<file path="config.mk">
export PLATFORM = sky130hd
export DESIGN_NAME = olte_cell
export DESIGN_NICKNAME = d
export VERILOG_FILES = /design/src/hw/rtl/olte_pkg.sv /design/src/hw/rtl/olte_cell.sv
export SDC_FILE = /design/constraint.sdc
export NUM_CORES = 1
export LEC_CHECK = 0
export BUFFER_PORTS_ARGS = -buffer_cell sky130_fd_sc_hd__buf_2
export CORE_AREA = 5 5 82 84
export DETAILED_ROUTE_END_ITERATION = 10
export DIE_AREA = 0 0 87 89
export PLACE_DENSITY_LB_ADDON = 0.08
export SLEW_MARGIN = 5
export SYNTH_ARGS = -nofsm -noshare
export SYNTH_HDL_FRONTEND = slang
export SYNTH_SLANG_ARGS = --single-unit
</file>
<file path="constraint.sdc">
create_clock -name clock -period 10.55 [get_ports clock]
set_input_delay 2.11 -clock clock [delete_from_list [all_inputs] [get_ports clock]]
set_output_delay 2.11 -clock clock [all_outputs]
set_load 0.01 [all_outputs]
</file>
<file path="src/hw/rtl/olte_pkg.sv">
// Package for the ordered list table engine: sizes, command and status codes,
// the control word broadcast to the cell row, and the sequencer states.
// No dependencies.
`timescale 1ns / 1ps
`default_nettype none

package olte_pkg;

   localparam int DEPTH     = 64;
   localparam int KEY_W     = 8;
   localparam int PAY_W     = 32;
   localparam int POS_W     = $clog2(DEPTH);
   localparam int CNT_W     = $clog2(DEPTH + 1);
   localparam int CMD_W     = 3;
   localparam int STATUS_W  = 2;

   typedef enum logic [CMD_W-1:0] {
      CMD_APPEND      = 3'd0,
      CMD_INSERT      = 3'd1,
      CMD_REMOVE_LAST = 3'd2,
      CMD_REMOVE_AT   = 3'd3,
      CMD_SEARCH      = 3'd4,
      CMD_CLEAR       = 3'd5
   } cmd_type;

   typedef enum logic [STATUS_W-1:0] {
      STAT_OK    = 2'd0,
      STAT_FULL  = 2'd1,
      STAT_EMPTY = 2'd2,
      STAT_RANGE = 2'd3
   } status_type;

   typedef enum logic [1:0] {
      CELL_HOLD   = 2'd0,
      CELL_INSERT = 2'd1,
      CELL_REMOVE = 2'd2
   } cell_op_type;

   typedef enum logic [1:0] {
      SEQ_IDLE   = 2'd0,
      SEQ_MATCH  = 2'd1,
      SEQ_SELECT = 2'd2
   } seq_state_type;

   // Control word shared by every cell of the row.
   typedef struct packed {
      cell_op_type        op;
      logic               search;
      logic [POS_W-1:0]   pos;
      logic [CNT_W-1:0]   count;
      logic [KEY_W-1:0]   key;
      logic [PAY_W-1:0]   payload;
   } cell_ctrl_type;

endpackage

`default_nettype wire

</file>
<file path="src/hw/rtl/olte_cell.sv">
// One slot of the list row: holds a key and payload, shifts with its neighbours
// and flags a key match or a position hit. Depends on olte_pkg.
`timescale 1ns / 1ps
`default_nettype none

module olte_cell
   import olte_pkg::*;
(
   input  wire                 clock,
   input  wire cell_ctrl_type  ctrl,
   input  wire  [POS_W-1:0]    cell_index,
   input  wire  [KEY_W-1:0]    lower_key,
   input  wire  [PAY_W-1:0]    lower_payload,
   input  wire  [KEY_W-1:0]    upper_key,
   input  wire  [PAY_W-1:0]    upper_payload,
   output logic [KEY_W-1:0]    key,
   output logic [PAY_W-1:0]    payload,
   output logic                hit
);

   logic [KEY_W-1:0] key_ff, key_in;
   logic [PAY_W-1:0] payload_ff, payload_in;

   always_comb begin
      key_in     = key_ff;
      payload_in = payload_ff;
      case (ctrl.op)
         CELL_INSERT: begin
            if (cell_index == ctrl.pos) begin
               key_in     = ctrl.key;
               payload_in = ctrl.payload;
            end else if (cell_index > ctrl.pos) begin
               key_in     = lower_key;
               payload_in = lower_payload;
            end
         end
         CELL_REMOVE: begin
            if (cell_index >= ctrl.pos) begin
               key_in     = upper_key;
               payload_in = upper_payload;
            end
         end
         default: ;
      endcase
   end

   always_ff @(posedge clock) begin
      key_ff     <= key_in;
      payload_ff <= payload_in;
   end

   // Search: live slot whose key matches. Otherwise: the addressed slot.
   assign hit = ctrl.search ? ((key_ff == ctrl.key) && ({1'b0, cell_index} < ctrl.count))
                            : (cell_index == ctrl.pos);

   assign key     = key_ff;
   assign payload = payload_ff;

endmodule

`default_nettype wire

</file>
Yosys cells after proc, flatten, opt, wreduce, memory -nomap -nowiden
Index checks and enable logic that the tools add are counted.

storage, ports and cells
  flip-flop bits (word level) = 40
  input port bits = 143
  logic and storage cells = 23
  output and inout port bits = 41

cells by class
  multiplexer cells = 9
  reductions and logical operators = 3
  equality and inequality tests = 6
  magnitude comparators = 3

operators by type and width
  cell                number
  $mux 32             3
  $pmux 32 s2         1
  $mux 8              3
  $pmux 8 s2          1
  $eq 8x8->1          1
  $lt 6x7->1          1
  $eq 6x6->1          1
  $ge 6x6->1          1
  $gt 6x6->1          1
  $ne 3x3->1 const B  1
  $reduce_and 3->1    1
  $eq 2x1->1 const B  1
  $eq 2x2->1 const B  1
  $ne 2x2->1 const B  1
  $reduce_bool 2->1   1
  $logic_and 1x1->1   1
  $mux 1              1

Depth between registers and ports, before layout
Gate-level depths: netlist of run 1.

  depth after elaboration = 4
  mapped depth = 7
  depth with buffers taken out = 6

Least setup slack after synthesis of run 1
No wires, ideal clock.

  kind = input -> register
  start = input port ctrl[50] in the netlist's numbering
  end = register key_ff[0], in the netlist key[0], enable pin
  slack = 5110 ps
  data arrival time = 4989 ps
  setup time = 451 ps
  cell stages on the path = 7
  buffers on the path = 1
  required time = 10099 ps
  cells stage by stage = inv_1 -> ha_1 -> nand4_4 -> nor2_8 -> buf_12 -> nor3b_1 -> a21oi_1

between the ends
  longest elaborated chain between the ends = 3
  elaborated cells between the ends (all ways) = 6
  classes of those cells = order compare (2); eq/ne (3); reduce/logical (1)

ends and longest elaborated chain
  item                                                       line             RTL
  start: declaration                                         olte_cell.sv:10  input wire cell_ctrl_type ctrl,
  $gt 6x6->1 (tied with other cells)                         olte_cell.sv:32  end else if (cell_index > ctrl.pos) begin
  $ne 3x3->1 (no source line) or $ne 2x2->1 (tied branches)  n/a
  $reduce_and 3->1 (no source line) *                        n/a
  end signal: assignment                                     olte_cell.sv:48  key_ff <= key_in;
  end: declaration                                           olte_cell.sv:21  logic [KEY_W-1:0] key_ff, key_in;

Every way passes the cells marked *; elsewhere a longest branch is shown, timed or not.
A chain may end at the register's enable or synchronous reset.

Worst setup path after layout of run 1
  start = input port cell_index[3]
  end = output port hit

between the ends
  longest elaborated chain between the ends = 3
  elaborated cells between the ends (all ways) = 4
  classes of those cells = order compare (1); eq/ne (1); mux (1); reduce/logical (1)

ends and longest elaborated chain
  item                line             RTL
  start: declaration  olte_cell.sv:11  input wire [POS_W-1:0] cell_index,
  $lt 6x7->1          olte_cell.sv:53  assign hit = ctrl.search ? ((key_ff == ctrl.key) && ({1'b0, cell_index} < ctrl.count))
  $logic_and 1x1->1   olte_cell.sv:53
  $mux 1 *            olte_cell.sv:53
  end: declaration    olte_cell.sv:18  output logic hit

Marked as above.

==> results of run 1 <==
==> metal layers <==
metal	track usage	vias to the layer above	wire length (um)
met5	0	-	0
met4	0.0538	0	114
met3	0.0627	11	754
met2	0.300	105	3290
met1	0.175	973	2390
li1	-	1176	-
==> layout make-up <==
type | instances | area [um2]
Clock buffer | 6 | 72.6
Clock inverter | 2 | 35.0
Fill cell | 529 | 2320
Timing Repair Buffer | 185 | 931
Inverter | 12 | 45.0
Tap cell | 75 | 93.8
Sequential cell | 40 | 1200
Multi-Input combinational cell | 163 | 1150
==> through the flow <==
step | instances | hold slack (ns) | utilization
floorplan | 228 | 2.30 | -
global placement | 475 | 2.39 | 0.586
detailed placement | 475 | 2.39 | 0.586
CTS | 483 | 2.09 | 0.604
global route | 483 | 2.10 | 0.604
finish | 483 | 2.10 | 0.604
==> state kept, by name, summed over array words and instances, names as in the netlist <==
register and count:
payload 32, key 8
==> worst max-delay path: cells and delay by family <==
kind                     cells  cell delay (ns)
buffers and inverters        3             0.36
AO/OA/AOI/OAI                1             0.18
AND/OR/NAND/NOR              2             0.80
adder cells (fa/ha/maj)      1             0.33
==> worst min path at each step <==
stage,from,end,slack (ns)
after floorplan,upper_key[7],key[7]$_DFFE_PP_,2.30
after global placement,upper_key[7],key[7]$_DFFE_PP_,2.39
final,upper_payload[15],payload[15]$_DFFE_PP_,2.10
after CTS,upper_key[6],key[6]$_DFFE_PP_,2.09
after global routing,upper_key[1],key[1]$_DFFE_PP_,2.10
after detailed placement,upper_payload[1],payload[1]$_DFFE_PP_,2.39
==> cell usage after synthesis, types with 3 or more instances <==
cell type	n	area, um2
nand2_1	41	154
edfxtp_1	40	1200
mux2i_1	40	400
o21ai_1	38	190
inv_1	12	45.0
ha_1	11	138
clkbuf_1	8	30.0
xor2_1	7	61.3
o21ai_0	6	30.0
buf_12	4	80.1
a21oi_1	3	15.0
nor2b_1	3	18.8
==> cell usage in the layout (no fill, tap or decap), drive strengths merged, types with 3 or more instances in the layout <==
master / n
a21oi: 3
buf: 185
clkbuf: 6
edfxtp: 40
ha: 11
inv: 12
mux2i: 40
nand2: 42
nor2b: 3
o21ai: 44
xor2: 7
==> power breakdown <==
| part | total (mW) | internal, mW | switching, mW |
|---|---|---|---|
| Sequential | 0.201 | 0.196 | 0.00477 |
| Combinational | 0.0964 | 0.0468 | 0.0496 |
| Clock | 0.121 | 0.0702 | 0.0512 |
| Total | 0.418 | 0.313 | 0.106 |
==> kinds of logic (layout without fill, tap and decap cells) <==
logic type      Yosys count  after routing
xor+xnor                  8              8
fa+ha+maj                11             11
simple gates             52             52
compound gates           52             52
mux                      40             40
flops                    40             40
buf+inv                  25            205
==> out/results.tsv, run 1 <==
stage	metric	value	unit
critical_path	worst setup path class	in2out	
timing	fin worst setup slack	4.61	ns
critical_path	crit end category	output pin	
clock_network	CTS clock-pin slew for the worst setup and hold paths	0.07	ns
power	leakage power	1.57	nW
route	routed via count	2265	
global_routing	initial antenna violation count	0	
synth	Syn Nets	382	
global_routing	first-pass GRT wire length	10000	um
run_status	run status	finished clean	
synth	Post-synth EDFFs	40	
synth	warnings from Yosys	0	
synth	multiplexer share of the synthesized area	0.160	
synth	Synth Flop Type	edfxtp_1	
synth	Seq/Total Area, Yosys	0.481	
synth	#FFs+latches synth	40	
route	drt first pass iters	4	
critical_path	Critical-path top delay cell	nor2_8	
clock_network	H-tree depth	2	
timing	Peak Freq	168	MHz
clock_network	Root Driver	clkbuf_8	
power	total power	0.418	mW
timing	Fin Setup TNS	0	ns
global_routing	grt ovf	0	
place	Post-Place Worst Slack	4.61	ns
clock_network	Post-CTS Resized	0	
power	Worst VDD drop	0.0555	mV
timing	Slew @ Worst Pin	0.875	ns
critical_path	worst-path maximum fanout	42	
place	Detail Placement HPWL	5310	um
timing	Slew Limit Headroom	0.417	
finish	antenna diode count	0	
critical_path	cells along the critical path	buf_2, ha_1, nand4_4, nor2_8, inv_1, o22ai_1, buf_2	
finish	Area growth, synth to finish	41.5	%
timing	unrepaired setup endpoints after global routing	no	
synth	Adder-Cell Fraction of Synth Area	0.0551	
clock_network	CTS Hold Bufs	0	
floorplan	FP Rows	28	
route	post-DR vias/cell	4.69	
timing	Pins Over Slew Limit	0	
synth	largest family of logic cells by synthesized area	multiplexers	
finish	ratio of cells with drive above 1 in the final layout	0.483	
synth	Syn Inst Count	228	
timing	Final min period	5.94	ns
synth	Synth Area in XOR/XNOR	0.0281	
hold_path	Min-Delay Path Class	in2reg	
timing	Tcrit/Tclk final	0.563	
route	wire per inst	13.6	um
critical_path	arrival time at the worst endpoint	3.83	ns
critical_path	critical path's most frequent cell	buf_2	
global_routing	number of global-route vias before repair	2367	
synth	Async SR Flop Fraction	0	
place	dpl cell area	3430	um2
power	pwr/cell area	118	nW/um2
floorplan	Top Ports	184	
critical_path	worst stage delay on the critical path	0.66	ns
critical_path	Worst Setup EP	hit	
clock_network	clock sinks	40	
synth	Compound-Gate Fraction of Synth Area	0.109	
route	# DRC	0	
route	drt total wl	6550	um
synth	synth unique cells	27	
clock_network	CTS tree	yes	
critical_path	Worst setup startpoint	cell_index[3]	
synth	syn_area_per_cell	11.0	um2
clock_network	postcts setup bufs	0	
critical_path	required time of the critical path	8.44	ns
timing	Fin. Hold Viols	0	
route	drt initial violations	66	
floorplan	die area	7740	um2
floorplan	die height	89	um
finish	nets@finish	561	
floorplan	die width	87	um
place	Final GP Congestion	0.796	
route	ANT nets after route	0	
global_routing	GRT Total Usage	0.165	
synth	cell area after synthesis	2500	um2
clock_network	TritonCTS Buffers	5	
finish	final instance area	3530	um2
timing	final setup fails	0	
clock_network	clk buf depth	2	
job	max-cap violation count	0	
synth	simple-gate portion of the synthesized area	0.102	
hold_path	hold path depth	3	
place	# port buffers	183	
floorplan	core area	5850	um2
global_routing	largest net degree at the start of global routing	81	
floorplan	Starting Density	0.427	
critical_path	Startpoint Class	primary input	
No activity file was read; power rests on OpenSTA's default activity.
==> inputs of run 2 (changes only) <==
--- a/config.mk
+++ b/config.mk
@@ -6,9 +6,9 @@
 export NUM_CORES = 1
 export LEC_CHECK = 0
 export BUFFER_PORTS_ARGS = -buffer_cell sky130_fd_sc_hd__buf_2
-export CORE_AREA = 5 5 82 84
+export CORE_AREA = 5 5 85 87
 export DETAILED_ROUTE_END_ITERATION = 10
-export DIE_AREA = 0 0 87 89
+export DIE_AREA = 0 0 90 92
 export PLACE_DENSITY_LB_ADDON = 0.08
 export SLEW_MARGIN = 5
 export SYNTH_ARGS = -nofsm -noshare
==> constraint.sdc (replaced) <==
create_clock -name clock -period 6.03 [get_ports clock]
set_input_delay 1.206 -clock clock [delete_from_list [all_inputs] [get_ports clock]]
set_output_delay 1.206 -clock clock [all_outputs]
set_load 0.01 [all_outputs]
==> run 2 against run 1 <==
Count of clock-buffer cells in the layout decreased by 1. Sequential power increased by 75%. Utilization decreased by 3.9 points. Flip-flop and latch count unchanged. Critical path type unchanged. First-iteration DRC count increased by 41%. Largest power group unchanged. Setup slack got worse by 2.4 ns. Largest cell class unchanged. Power increased by 75%.
==> out/results.tsv, run 2 (synthesis results as in run 1) <==
stage	metric	value	unit
run_status	run status	finished clean	
finish	antenna diode count	0	
finish	most common cell after layout, fill and taps aside	buf_2	
finish	Fill cells	612	
finish	ratio of cells with drive above 1 in the final layout	0.487	
floorplan	Top Ports	184	
place	Post-Place Worst Slack	2.22	ns
finish	post-route insts no fill	486	
critical_path	critical path buffer and inverter count	4	
route	drt total wl	6730	um
power	Worst VDD drop	0.0893	mV
timing	Fin. Hold Viols	0	
timing	Final min period	3.78	ns
critical_path	Critical-path top delay cell	nor2_8	
clock_network	CTS clock-pin slew for the worst setup and hold paths	0.08	ns
job	max-cap violation count	0	
critical_path	arrival time at the worst endpoint	2.57	ns
clock_network	clock sinks	40	
floorplan	die width	90	um
clock_network	Post-CTS Resized	0	
floorplan	Starting Density	0.398	
clock_network	postcts setup bufs	0	
critical_path	crit end category	output pin	
global_routing	GRT Total Usage	0.159	
finish	Area growth, synth to finish	42.0	%
route	drt first pass iters	4	
global_routing	first-pass GRT wire length	10900	um
clock_network	CTS tree	yes	
route	wire per inst	13.8	um
clock_network	CTS Hold Bufs	0	
route	# DRC	0	
critical_path	family with the most delay on the worst path	simple AND/OR/NAND/NOR gates	
global_routing	grt ovf	0	
timing	Tcrit/Tclk final	0.627	
floorplan	FP Rows	29	
hold_path	Min-Delay Path Class	in2reg	
clock_network	TritonCTS Buffers	5	
critical_path	worst setup path class	in2out	
power	leakage power	1.58	nW
timing	Slew Limit Headroom	0.521	
critical_path	required time of the critical path	4.82	ns
route	post-DR vias/cell	4.70	
global_routing	largest net degree at the start of global routing	81	
route	ANT nets after route	0	
floorplan	die height	92	um
timing	Slew @ Worst Pin	0.718	ns
finish	commonest non-fill, non-tap cells in the layout	183 x buf_2, 41 x nand2_1, 40 x mux2i_1, 40 x edfxtp_1, 38 x o21ai_1	
timing	Pins Over Slew Limit	0	
floorplan	core area	6280	um2
finish	nets@finish	562	
critical_path	worst-path maximum fanout	23	
route	drt initial violations	93	
timing	Peak Freq	265	MHz
timing	unrepaired setup endpoints after global routing	no	
clock_network	clk buf depth	2	
timing	Fin Setup TNS	0	ns
critical_path	worst stage delay on the critical path	0.41	ns
global_routing	number of global-route vias before repair	2349	
clock_network	H-tree depth	2	
finish	max FFs per register	32	
critical_path	Startpoint Class	primary input	
timing	final setup fails	0	
power	pwr/cell area	207	nW/um2
timing	fin worst setup slack	2.25	ns
global_routing	initial antenna violation count	0	
place	# port buffers	183	
place	Detail Placement HPWL	5530	um
place	dpl cells	478	
clock_network	Root Driver	clkbuf_8	
place	Final GP Congestion	0.782	
floorplan	die area	8280	um2
route	routed via count	2284	
finish	Final Util	0.565	
critical_path	cells along the critical path	buf_2, inv_1, ha_1, nand4_4, nor2_8, inv_1, o22ai_1, buf_2	
run 2: metrics by stage:
stage	power (mW)	area [um2]	hold slack, ns
floorplan	0.441	2500	1.39
global placement	0.527	3440	1.48
detailed placement	0.531	3440	1.49
CTS	0.746	3550	1.18
global route	0.779	3550	1.18
finish	0.734	3550	1.20
run 2: tightest hold or removal path, delay by kind of cell:
family          cells  cell delay (ns)
buf+inv             1             0.07
simple gates        1             0.03
compound gates      1             0.06
run 2: path summary, 6_finish.rpt:
kind / startpoint / to / slack (ns) / depth (start not counted)
max: ctrl[50] / hit / 2.25 / 8
min: upper_payload[31] / payload[31]$_DFFE_PP_ / 1.20 / 3
run 2: where the power goes:
group | total [mW] | internal (mW) | leakage (nW) | switching [mW]
clock | 0.214 | 0.122 | 0.0541 | 0.0912
sequential | 0.351 | 0.343 | 0.361 | 0.00815
combinational | 0.169 | 0.0818 | 1.16 | 0.0876
total | 0.734 | 0.547 | 1.58 | 0.187
run 2: area by class of cell:
type                    instances  area [um2]  area share
inverters                      12        45.0      0.0127
well taps                      77        96.3      0.0272
repair buffers                186         938       0.265
clock inverters                 3        42.5      0.0120
multi-input cells             163        1150       0.326
flip-flops and latches         40        1200       0.339
clock buffers                   5        68.8      0.0194
run 2: per-layer routing:
metal | global-route usage | vias to the layer above | wire length (um) | share of wire
met5 | 0 | - | 0 | 0
met4 | 0.0335 | 0 | 34 | 0.0051
met3 | 0.0614 | 2 | 629 | 0.094
met2 | 0.293 | 100 | 3540 | 0.53
met1 | 0.174 | 1002 | 2520 | 0.38
li1 | - | 1180 | - | -
==> inputs of run 3 (changes only) <==
--- a/config.mk
+++ b/config.mk
@@ -6,9 +6,9 @@
 export NUM_CORES = 1
 export LEC_CHECK = 0
 export BUFFER_PORTS_ARGS = -buffer_cell sky130_fd_sc_hd__buf_2
-export CORE_AREA = 5 5 85 87
+export CORE_AREA = 5 5 89 91
 export DETAILED_ROUTE_END_ITERATION = 10
-export DIE_AREA = 0 0 90 92
+export DIE_AREA = 0 0 94 96
 export PLACE_DENSITY_LB_ADDON = 0.08
 export SLEW_MARGIN = 5
 export SYNTH_ARGS = -nofsm -noshare
==> constraint.sdc (replaced) <==
create_clock -name clock -period 3.1 [get_ports clock]
set_input_delay 0.62 -clock clock [delete_from_list [all_inputs] [get_ports clock]]
set_output_delay 0.62 -clock clock [all_outputs]
set_load 0.01 [all_outputs]
==> run 3 against run 2 <==
Final area hardly changed. Setup slack got worse by 1.7 ns. Cell count grew 4.5%. Combinational power rose by 94%. Largest cell class unchanged. Utilization shrank 6.2 points. Sequential power up 95%. Largest power group unchanged. Power increased by 81%. Clock power increased by 49%. Critical path depth unchanged. Highest routed layer unchanged. Critical path type unchanged.
==> out/results.tsv, run 3 (synthesis results as in run 1) <==
stage	metric	value	unit
finish	max FFs per register	32	
route	Routed met1 length	2530	um
power	pwr/cell area	375	nW/um2
route	met3 WL post-DR	692	um
clock_network	TritonCTS Buffers	5	
finish	nets@finish	563	
global_routing	grt ovf	0	
critical_path	Startpoint Class	primary input	
clock_network	CTS Hold Bufs	0	
route	wire per inst	13.1	um
route	drt total wl	6650	um
global_routing	number of global-route vias before repair	2268	
floorplan	Starting Density	0.354	
place	Final GP Congestion	0.729	
timing	Slew Limit Headroom	0.529	
route	met2 WL	3360	um
route	uppermost routed layer	met4	
global_routing	initial antenna violation count	0	
timing	final setup fails	0	
global_routing	GRT Total Usage	0.146	
place	# port buffers	183	
power	leakage power	1.57	nW
clock_network	clock sinks	40	
finish	ratio of cells with drive above 1 in the final layout	0.484	
power	Worst VDD drop	0.155	mV
clock_network	CTS tree	yes	
floorplan	die area	9020	um2
place	Detail Placement HPWL	5450	um
finish	most common cell after layout, fill and taps aside	buf_2	
timing	unrepaired setup endpoints after global routing	no	
global_routing	first-pass GRT wire length	10100	um
critical_path	crit end category	output pin	
timing	Peak Freq	385	MHz
timing	Fin Setup TNS	0	ns
floorplan	FP Rows	31	
floorplan	core area	7060	um2
route	# DRC	0	
route	drt first pass iters	4	
finish	commonest non-fill, non-tap cells in the layout	183 x buf_2, 41 x nand2_1, 40 x mux2i_1, 40 x edfxtp_1, 38 x o21ai_1	
route	ANT nets after route	0	
timing	Slew @ Worst Pin	0.707	ns
timing	Pins Over Slew Limit	0	
clock_network	H-tree depth	2	
timing	Fin. Hold Viols	0	
critical_path	arrival time at the worst endpoint	1.97	ns
critical_path	worst-path maximum fanout	19	
timing	hold_ws	0.610	ns
finish	antenna diode count	0	
hold_path	Min-Delay Path Class	in2reg	
route	drt initial violations	48	
floorplan	Top Ports	184	
route	routed via count	2245	
clock_network	clk buf depth	2	
job	max-cap violation count	0	
clock_network	Post-CTS Resized	0	
finish	Area growth, synth to finish	42.1	%
clock_network	postcts setup bufs	0	
floorplan	die height	96	um
run_status	run status	finished clean	
critical_path	required time of the critical path	2.48	ns
critical_path	worst setup path class	in2out	
timing	Tcrit/Tclk final	0.837	
route	post-DR vias/cell	4.42	
floorplan	die width	94	um
clock_network	CTS clock-pin slew for the worst setup and hold paths	0.07	ns
global_routing	largest net degree at the start of global routing	81	
timing	Final min period	2.59	ns
clock_network	Root Driver	clkbuf_8	
## run 3: changes by cell type in the layout (fill, tap and decap cells not counted), sizes merged
cell	before	now
buf	186	187
bufinv	1	0
clkbuf	5	6
clkinvlp	1	0
## run 3: layout make-up
cell class / count / area, um2
Clock buffer: 6 / 72.6
Clock inverter: 1 / 5.00
Fill cell: 708 / 3510
Inverter: 12 / 45.0
Multi-Input combinational cell: 163 / 1150
Sequential cell: 40 / 1200
Tap cell: 99 / 124
Timing Repair Buffer: 187 / 946
## run 3: path summary, 6_finish.rpt
check,startpoint,end,slack (ns),cells past startpoint
min,upper_key[7],key[7]$_DFFE_PP_,0.61,3
max,cell_index[3],hit,0.51,8
## run 3: through the flow
stage               utilization  cells  setup WS, ns  instance area [um2]  total power [mW]
detailed placement        0.492    501         0.335                 3470              1.03
finish                    0.503    508         0.506                 3550              1.33
CTS                       0.503    508         0.477                 3550              1.35
floorplan                     -    228        0.0424                 2500             0.858
global route              0.503    508         0.364                 3550              1.41
global placement          0.492    501         0.348                 3470              1.03
## run 3: power by group
part	leakage (nW)	total [mW]	switching (mW)	internal [mW]
registers	0.361	0.683	0.0163	0.667
clock network	0.0410	0.319	0.166	0.153
logic	1.17	0.328	0.169	0.159
total	1.57	1.33	0.351	0.979
## run 3: critical path: stages
cell     delay (ns)
buf_2          0.11
ha_1           0.32
nand4_4        0.14
nor2_8         0.10
buf_4          0.31
inv_1          0.07
o22ai_1        0.14
buf_2          0.15
## run 3: metal layers
layer,up-vias,GRT usage
li1,1181,-
met1,964,0.166
met2,95,0.251
met3,5,0.0586
met4,0,0.0433
met5,-,0
